===== src/hdl/lrukv_pkg.sv =====
// Shared types, status codes and the sequencer microcode for the LRU key/value cache.
package lrukv_pkg;

  localparam int KEY_W    = 16;
  localparam int VAL_W    = 16;
  localparam int STATUS_W = 3;
  localparam int SLOT_W   = 4;
  localparam int CFG_W    = 5;

  localparam logic [STATUS_W-1:0] ST_UPDATED  = 3'd0;
  localparam logic [STATUS_W-1:0] ST_FILLED   = 3'd1;
  localparam logic [STATUS_W-1:0] ST_REPLACED = 3'd2;
  localparam logic [STATUS_W-1:0] ST_HIT      = 3'd3;
  localparam logic [STATUS_W-1:0] ST_MISS     = 3'd4;

  localparam logic MODE_INSERT = 1'b0;
  localparam logic MODE_ACCESS = 1'b1;

  typedef enum logic [1:0] {
    P_IDLE,
    P_SCAN,
    P_DRAIN,
    P_COMMIT
  } step_t;

  typedef enum logic [1:0] {
    COND_ALWAYS,
    COND_ACCEPT,
    COND_LAST,
    COND_OUT_FREE
  } cond_t;

  typedef struct packed {
    logic  accept_en;
    logic  rd_en;
    logic  commit_en;
    cond_t cond;
    step_t tgt_true;
    step_t tgt_false;
  } ctl_word_t;

  // The whole program: one control word per step.
  function automatic ctl_word_t ucode_rom(input step_t pc);
    ctl_word_t w;
    w = '{accept_en: 1'b0, rd_en: 1'b0, commit_en: 1'b0, cond: COND_ALWAYS,
          tgt_true: P_IDLE, tgt_false: P_IDLE};
    case (pc)
      P_IDLE: begin
        w.accept_en = 1'b1;
        w.cond      = COND_ACCEPT;
        w.tgt_true  = P_SCAN;
        w.tgt_false = P_IDLE;
      end
      P_SCAN: begin
        w.rd_en     = 1'b1;
        w.cond      = COND_LAST;
        w.tgt_true  = P_DRAIN;
        w.tgt_false = P_SCAN;
      end
      P_DRAIN: begin
        w.cond      = COND_ALWAYS;
        w.tgt_true  = P_COMMIT;
        w.tgt_false = P_COMMIT;
      end
      P_COMMIT: begin
        w.commit_en = 1'b1;
        w.cond      = COND_OUT_FREE;
        w.tgt_true  = P_IDLE;
        w.tgt_false = P_COMMIT;
      end
      default: begin
        w.cond      = COND_ALWAYS;
        w.tgt_true  = P_IDLE;
        w.tgt_false = P_IDLE;
      end
    endcase
    return w;
  endfunction

endpackage


===== src/hdl/lru_key_value_cache.sv =====
// A transaction is accepted in P_IDLE, scans the N active slots in P_SCAN, passes P_DRAIN
// and loads the result register in P_COMMIT, where a stalled output holds it. The next one
// is taken only back in P_IDLE; the slot scan through the memory's single read port sets the pace.
// Reset (rst, synchronous, active high) clears all valid bits and recency ranks and sets
// slots_in_use to 16; no clearing pass is needed, so a transaction is taken the cycle after.
// Key and value storage holds no reset and is only read behind a valid bit.
module lru_key_value_cache #(
  parameter int SLOTS = 16
) (
  input  logic                            clk,
  input  logic                            rst,
  // Configuration write channel (slots_in_use).
  input  logic                            cfg_valid,
  output logic                            cfg_ready,
  input  logic [lrukv_pkg::CFG_W-1:0]     cfg_data,
  // Request channel.
  input  logic                            in_valid,
  output logic                            in_stall,
  input  logic                            mode,
  input  logic [lrukv_pkg::KEY_W-1:0]     key,
  input  logic [lrukv_pkg::VAL_W-1:0]     value,
  // Result channel.
  output logic                            out_valid,
  input  logic                            out_stall,
  output logic [lrukv_pkg::STATUS_W-1:0]  status,
  output logic [lrukv_pkg::VAL_W-1:0]     read_value,
  output logic [lrukv_pkg::KEY_W-1:0]     evicted_key,
  output logic [lrukv_pkg::SLOT_W-1:0]    slot_index
);
  import lrukv_pkg::*;

  localparam int IW = $clog2(SLOTS);  // slot index width
  localparam int RW = $clog2(SLOTS);  // recency rank width; ranks of valid slots are 0..v-1

  // ---------------------------------------------------------------------------
  // Configuration. The port is always ready; writes must only arrive while idle (the block does not enforce it).
  // ---------------------------------------------------------------------------
  logic [CFG_W-1:0] slots_in_use;

  assign cfg_ready = 1'b1;

  always_ff @(posedge clk) begin
    if (rst) begin
      slots_in_use <= CFG_W'(16);
    end else if (cfg_valid && cfg_ready) begin
      slots_in_use <= cfg_data;
    end
  end

  // Last active slot index: the register clamped to 1..SLOTS, minus one.
  logic [IW-1:0] last_slot_next;

  always_comb begin
    if (slots_in_use == '0) begin
      last_slot_next = '0;
    end else if (int'(slots_in_use) > SLOTS) begin
      last_slot_next = IW'(SLOTS - 1);
    end else begin
      last_slot_next = IW'(slots_in_use - CFG_W'(1));
    end
  end

  // ---------------------------------------------------------------------------
  // Microcoded sequencer. The step counter pc indexes the control ROM; each
  // word carries its strobes, a jump condition and both jump targets.
  // ---------------------------------------------------------------------------
  step_t     pc;
  step_t     pc_next;
  ctl_word_t ctl;
  logic      cond_true;
  logic      in_accept;
  logic      out_free;
  logic      commit;
  logic [IW-1:0] idx;
  logic [IW-1:0] last_slot;

  assign ctl       = ucode_rom(pc);
  assign in_stall  = !ctl.accept_en;
  assign in_accept = in_valid && ctl.accept_en;
  assign out_free  = !out_valid || !out_stall;
  assign commit    = ctl.commit_en && out_free;

  always_ff @(posedge clk) begin
    if (rst) begin
      pc <= P_IDLE;
    end else begin
      pc <= pc_next;
    end
  end

  always_comb begin
    case (ctl.cond)
      COND_ALWAYS:   cond_true = 1'b1;
      COND_ACCEPT:   cond_true = in_accept;
      COND_LAST:     cond_true = (idx == last_slot);
      COND_OUT_FREE: cond_true = out_free;
      default:       cond_true = 1'b1;
    endcase
    pc_next = cond_true ? ctl.tgt_true : ctl.tgt_false;
  end

  // Latched request and scan address counter.
  logic             req_mode;
  logic [KEY_W-1:0] req_key;
  logic [VAL_W-1:0] req_value;

  always_ff @(posedge clk) begin
    if (in_accept) begin
      req_mode  <= mode;
      req_key   <= key;
      req_value <= value;
      last_slot <= last_slot_next;
    end
  end

  always_ff @(posedge clk) begin
    if (rst) begin
      idx <= '0;
    end else if (in_accept) begin
      idx <= '0;
    end else if (ctl.rd_en && idx != last_slot) begin
      idx <= idx + IW'(1);
    end
  end

  // ---------------------------------------------------------------------------
  // Key/value memory: one write port, one registered read port used by the scan.
  // ---------------------------------------------------------------------------
  logic [KEY_W+VAL_W-1:0] kv_mem [SLOTS];
  logic [KEY_W+VAL_W-1:0] kv_q;
  logic                   mem_wr;
  logic [IW-1:0]          wr_slot;

  always_ff @(posedge clk) begin
    if (mem_wr) begin
      kv_mem[wr_slot] <= {req_key, req_value};
    end
  end

  always_ff @(posedge clk) begin
    if (ctl.rd_en) begin
      kv_q <= kv_mem[idx];
    end
  end

  // Valid bits and recency ranks live in flip-flops, one cell per slot.
  logic          slot_valid [SLOTS];
  logic [RW-1:0] rank       [SLOTS];

  // ---------------------------------------------------------------------------
  // Scan compare stage: one slot per cycle, in the cycle after its read address.
  // It records the first matching valid slot, the first empty slot and the
  // oldest slot (first one with the largest rank).
  // ---------------------------------------------------------------------------
  logic          cmp_vld;
  logic [IW-1:0] cmp_idx;
  logic          cmp_valid_bit;
  logic [RW-1:0] cmp_rank;

  logic             hit_found;
  logic [IW-1:0]    hit_idx;
  logic [VAL_W-1:0] hit_val;
  logic [RW-1:0]    hit_rank;
  logic             emp_found;
  logic [IW-1:0]    emp_idx;
  logic [IW-1:0]    vic_idx;
  logic [RW-1:0]    vic_rank;
  logic [KEY_W-1:0] vic_key;

  assign cmp_valid_bit = slot_valid[cmp_idx];
  assign cmp_rank      = rank[cmp_idx];

  always_ff @(posedge clk) begin
    if (rst) begin
      cmp_vld <= 1'b0;
    end else begin
      cmp_vld <= ctl.rd_en;
    end
  end

  always_ff @(posedge clk) begin
    if (ctl.rd_en) begin
      cmp_idx <= idx;
    end
  end

  always_ff @(posedge clk) begin
    if (rst) begin
      hit_found <= 1'b0;
      emp_found <= 1'b0;
    end else if (in_accept) begin
      hit_found <= 1'b0;
      emp_found <= 1'b0;
    end else if (cmp_vld) begin
      if (!hit_found && cmp_valid_bit && kv_q[KEY_W+VAL_W-1:VAL_W] == req_key) begin
        hit_found <= 1'b1;
      end
      if (!emp_found && !cmp_valid_bit) begin
        emp_found <= 1'b1;
      end
    end
  end

  always_ff @(posedge clk) begin
    if (cmp_vld) begin
      if (!hit_found && cmp_valid_bit && kv_q[KEY_W+VAL_W-1:VAL_W] == req_key) begin
        hit_idx  <= cmp_idx;
        hit_val  <= kv_q[VAL_W-1:0];
        hit_rank <= cmp_rank;
      end
      if (!emp_found && !cmp_valid_bit) begin
        emp_idx <= cmp_idx;
      end
      if (cmp_idx == '0 || cmp_rank > vic_rank) begin
        vic_idx  <= cmp_idx;
        vic_rank <= cmp_rank;
        vic_key  <= kv_q[KEY_W+VAL_W-1:VAL_W];
      end
    end
  end

  // ---------------------------------------------------------------------------
  // Commit: choose the case, write the slot, update recency and load the result.
  // ---------------------------------------------------------------------------
  logic [STATUS_W-1:0] res_status;
  logic [VAL_W-1:0]    res_read;
  logic [KEY_W-1:0]    res_evict;
  logic                do_promote;
  logic                do_enter;
  logic [RW-1:0]       promote_rank;

  always_comb begin
    res_status   = ST_MISS;
    res_read     = '0;
    res_evict    = '0;
    wr_slot      = hit_idx;
    promote_rank = hit_rank;
    do_promote   = 1'b0;
    do_enter     = 1'b0;
    mem_wr       = 1'b0;
    if (req_mode == MODE_ACCESS) begin
      if (hit_found) begin
        res_status = ST_HIT;
        res_read   = hit_val;
        do_promote = commit;
      end
    end else if (hit_found) begin
      res_status = ST_UPDATED;
      do_promote = commit;
      mem_wr     = commit;
    end else if (emp_found) begin
      res_status = ST_FILLED;
      wr_slot    = emp_idx;
      do_enter   = commit;
      mem_wr     = commit;
    end else begin
      // Every active slot is valid: the oldest one is replaced.
      res_status   = ST_REPLACED;
      res_evict    = vic_key;
      wr_slot      = vic_idx;
      promote_rank = vic_rank;
      do_promote   = commit;
      mem_wr       = commit;
    end
  end

  // Each slot updates its own rank: on a promote the slots newer than the
  // touched one age by one, on an enter every valid slot ages by one.
  always_ff @(posedge clk) begin
    if (rst) begin
      for (int i = 0; i < SLOTS; i++) begin
        slot_valid[i] <= 1'b0;
        rank[i]       <= '0;
      end
    end else begin
      for (int i = 0; i < SLOTS; i++) begin
        if ((do_promote || do_enter) && wr_slot == IW'(i)) begin
          rank[i]       <= '0;
          slot_valid[i] <= 1'b1;
        end else if (do_enter && slot_valid[i]) begin
          rank[i] <= rank[i] + RW'(1);
        end else if (do_promote && slot_valid[i] && rank[i] < promote_rank) begin
          rank[i] <= rank[i] + RW'(1);
        end
      end
    end
  end

  // Output register: holds the result until the receiver takes it.
  always_ff @(posedge clk) begin
    if (rst) begin
      out_valid <= 1'b0;
    end else if (commit) begin
      out_valid <= 1'b1;
    end else if (!out_stall) begin
      out_valid <= 1'b0;
    end
  end

  always_ff @(posedge clk) begin
    if (commit) begin
      status      <= res_status;
      read_value  <= res_read;
      evicted_key <= res_evict;
      slot_index  <= (res_status == ST_MISS) ? '0 : SLOT_W'(wr_slot);
    end
  end

endmodule


===== config.mk =====
export PLATFORM = sky130hd
export DESIGN_NAME = lru_key_value_cache
export DESIGN_NICKNAME = d
export VERILOG_FILES = /design/src/hdl/lrukv_pkg.sv /design/src/hdl/lru_key_value_cache.sv
export SDC_FILE = /design/constraint.sdc
export NUM_CORES = 1
export LEC_CHECK = 0
export ABC_AREA = 1
export CAP_MARGIN = 20
export CORE_MARGIN = 1.5
export CORE_UTILIZATION = 55
export DETAILED_ROUTE_END_ITERATION = 10
export DONT_BUFFER_PORTS = 1
export HOLD_SLACK_MARGIN = 0.02
export PLACE_DENSITY = 0.7
export RECOVER_POWER = 100
export SLEW_MARGIN = 20
export SYNTH_ARGS = -nofsm -noshare
export SYNTH_HDL_FRONTEND = slang
export SYNTH_SLANG_ARGS = --single-unit

===== constraint.sdc =====
create_clock -name clk -period 20.2 [get_ports clk]
set_input_delay 4.04 -clock clk [delete_from_list [all_inputs] [get_ports clk]]
set_output_delay 4.04 -clock clk [all_outputs]
set_load 0.01 [all_outputs]

==> results by group <==
Placed design
  – PortBufs: 0
  – Post-DP HPWL: around 44 mm
  – Placed cells: ~3.2k
  – Worst Setup Slack post-DPL: 13.57 ns
  – Routability cong.: 0.913

STA
  – Final Max Tran Viols: approximately 1.2k
  – RSZ-0062 raised after global routing: no
  – Relative slew slack: -469%
  – Clock Skew: 0.0339 ns
  – Final worst slack: 10.34 ns
  – Final setup fails: 0
  – Setup TNS: 0 ns
  – Minimum clock period: 9.86 ns
  – Final-report hold violation count: 0
  – Slew at the pin with the worst max-slew slack: 8.53 ns
  – Max Fclk: 0.101 GHz
  – Final period util: 48.8%

Clock tree
  – Clk sinks: 775
  – CTS Buf Count: 80
  – Post-CTS sizing: 0
  – CTS Buffer Depth: 3
  – Setup bufs post-CTS: 0
  – Clock Pin Slew Worst Setup and Hold Paths: ~0.06 ns
  – Clk root buf: clkbuf_16
  – Post-CTS Hold Fix Bufs: 0
  – CTS tree: built
  – Worst skew pair latency: 0.65 ns
  – H-tree levels: 3

Power
  – Net Sw Frac: 27.7%
  – Int Pwr: 2.94 mW
  – Pleak: 12.3 nW
  – Power density cells: 114 nW/um^2
  – Sw Pwr: roughly 1.1 mW
  – Max rail drop VDD: approximately 0.084 mV
  – Reg power frac: 49.4%
  – Comb pwr share: 15.4%
  – Clock power frac: a little over a third

Logic synthesis
  – Compound-Gate Fraction of Synth Area: roughly 8.4%
  – XOR/XNOR Fraction of Synth Area: 1.10%
  – Largest cells by area after synthesis: edfxtp_1 (69%), nor2_1 (3.9%), mux2i_1 (3.4%)
  – Synth warn: 0
  – Post-Synth Adder-Cell Area: under 10%
  – Syn Inst Count: 2514
  – Share of the synthesized area in the top cell type: 68.5%
  – Post-synth cell types: 38
  – Synthesized area per cell: 13.0 sq um
  – Main combinational cell family by area after synthesis: simple AND/OR/NAND/NOR gates
  – Synth Flop Type: edfxtp_1
  – Syn Nets: 2634
  – FF+latch count, synth: 775
  – Mux cell area share after synthesis: 3.36%
  – Number of synthesized flops with an enable pin: 747
  – Register area share after synthesis: 70.2%
  – Area of the mapped netlist: 32700 sq um
  – Async set or reset register ratio after synthesis: 0%
  – Most numerous cell in the Yosys netlist: edfxtp_1
  – Simple-gate share of the synthesized area: 10.1%
  – Largest area contributor in the synthesized netlist: edfxtp_1
  – Top cells by count, synth: edfxtp_1 (747), nor2_1 (338), nand2_1 (243), inv_1 (177), o21ai_0 (175)

Drt
  – Vias per cell: 5.95
  – DRT Pass-1 Iters: 6
  – Via count: between 15k and 20k
  – Drt total wl: 73.9 mm
  – Wire per inst: roughly 22 microns
  – Detailed Route Iter0 Violations: 2252
  – Final ANT Viol Nets: 0
  – DRC viols: 0

Critical path
  – Worst path required time: 20.64 ns
  – Crit. End Element: flop
  – R2R Setup Slk: 10.34 ns
  – Critical-path maximum fanout: 165
  – Kind of cell adding the most delay to the critical path: buffers and inverters
  – Largest stage delay, worst path: ~6.0 ns
  – Startpoint Class: flop
  – Worst-path cell chain: clkbuf_1 -> o21ai_0 -> o32ai_1 -> o211ai_1 -> nand2_1
  – Critical path class: reg2reg
  – Crit-path slowest cell: clkbuf_1
  – Buf/Inv on CP: 1
  – Arr. time, crit path: 10.30 ns

Die
  – Site row count: between 80 and 90
  – Initial Util: 55.6%
  – Core Box Area: 58900 sq um
  – Die X: 247 microns
  – I/O pin count: between 80 and 90
  – Die Height: 247 microns
  – Die ar.: 61000 sq um

Worst hold path
  – Hold WC Path Type: reg2reg

Status
  – Outcome: finished, violations left
  – Failing checks: max-capacitance violations, max-slew violations

Global routing
  – First-pass GRT wire length: 112 mm
  – Global route overflow: 0
  – Vias in the first global route: 19.3k
  – GRT Resource Usage Total: between 20% and 30%
  – Busiest grt layer: met2
  – Initial antenna violation count: 6
  – Grt met3 use: 3.80%
  – Met1 Usage GRT: about a third
  – Pin count of the biggest net entering global routing: 188
  – Met2 Usage GRT: 38.4%

Cells and area
  – Layout cells sized above 1: 6.14%
  – Layout fillers: 4419
  – Nets: 2628
  – Area Overhead vs Synth: 9.41%
  – Final cell count without fillers: 3346

Run
  – Max-cap violations: 27
stage by stage:
| step | utilization, % | hold slack, ns | power, mW | instance area [sq um] |
|---|---|---|---|---|
| final | 60.8 | 0.419 | 4.07 | 35800 |
| after detailed placement | 57.1 | 0.405 | 2.64 | 33600 |
| after floorplan | - | 0.400 | 2.42 | 32700 |
| after global routing | 60.8 | 0.423 | 4.23 | 35800 |
| after global placement | 56.9 | 0.405 | 2.61 | 33500 |
| after CTS | 61.4 | 0.419 | 4.06 | 36200 |
placed cells by master, fill, tap and decap left out, types with 10 or more instances in the layout:
master | netlist | layout
inv_1 | 177 | 175
xor2_1 | 24 | 24
nand2_1 | 243 | 245
clkbuf_16 | 0 | 81
nor2_1 | 338 | 344
o211ai_1 | 46 | 46
o32ai_1 | 30 | 30
clkbuf_1 | 82 | 47
dfxtp_1 | 28 | 27
nand4_1 | 10 | 10
mux2i_1 | 110 | 110
xnor2_1 | 17 | 17
edfxtp_1 | 747 | 747
nand3_1 | 127 | 130
o221ai_1 | 100 | 100
clkinv_1 | 2 | 18
clkinv_2 | 0 | 15
ha_1 | 77 | 77
inv_2 | 10 | 10
a21oi_1 | 64 | 64
o21ai_0 | 175 | 177
final timing paths:
check / startpoint / end / cells after the start
setup reg to reg: idx[0] / kv_q[5] / 5
hold reg to reg: kv_q[4] / hit_val[4] / 0
setup / recovery: idx[0] / kv_q[5] / 5
hold / removal: kv_q[4] / hit_val[4] / 0
kinds of logic after synthesis:
| kind of cell | Yosys count |
|---|---|
| DFF | 775 |
| and+or+nand+nor | 774 |
| AOI/OAI and AO/OA | 423 |
| buffers and inverters | 313 |
| muxes | 110 |
| adders and majority gates | 77 |
| xor gates and xnor gates | 41 |
| other | 1 |
state kept, by name, summed over array words and instances (netlist names), 5 cells and up, named ones only:
| register | flops |
|---|---|
| kv_mem | 512 |
| rank | 64 |
| kv_q | 32 |
| evicted_key | 16 |
| hit_val | 16 |
| read_value | 16 |
| req_key | 16 |
| req_value | 16 |
| slot_valid | 16 |
| vic_key | 16 |
| slots_in_use | 5 |
layout make-up:
class	instances	area (sq um)	area share (%)
Clock inverter	45	428	1.19
Timing Repair Buffer	36	165	0.461
Tap cell	773	967	2.70
Antenna cell	1	2.50	0.00699
Clock buffer	101	2120	5.92
Sequential cell	775	23000	64.2
Multi-Input combinational cell	1426	8430	23.5
Inverter	189	712	1.99
power groups by stage:
stage / combinational (mW) / sequential (mW) / clock (mW)
finish: 0.627 / 2.01 / 1.43
global route: 0.693 / 2.02 / 1.51
CTS: 0.602 / 2.01 / 1.45
detailed placement: 0.598 / 2.04 / 0
global placement: 0.580 / 2.03 / 0
floorplan: 0.442 / 1.98 / 0
layer usage:
layer / up-vias / share of wire (%)
met1: 9800 / 43
li1: 9177 / -
met2: 813 / 47
met4: 0 / 2.1
met3: 119 / 8.4
met5: - / 0
No activity file was read; power rests on OpenSTA's default activity.
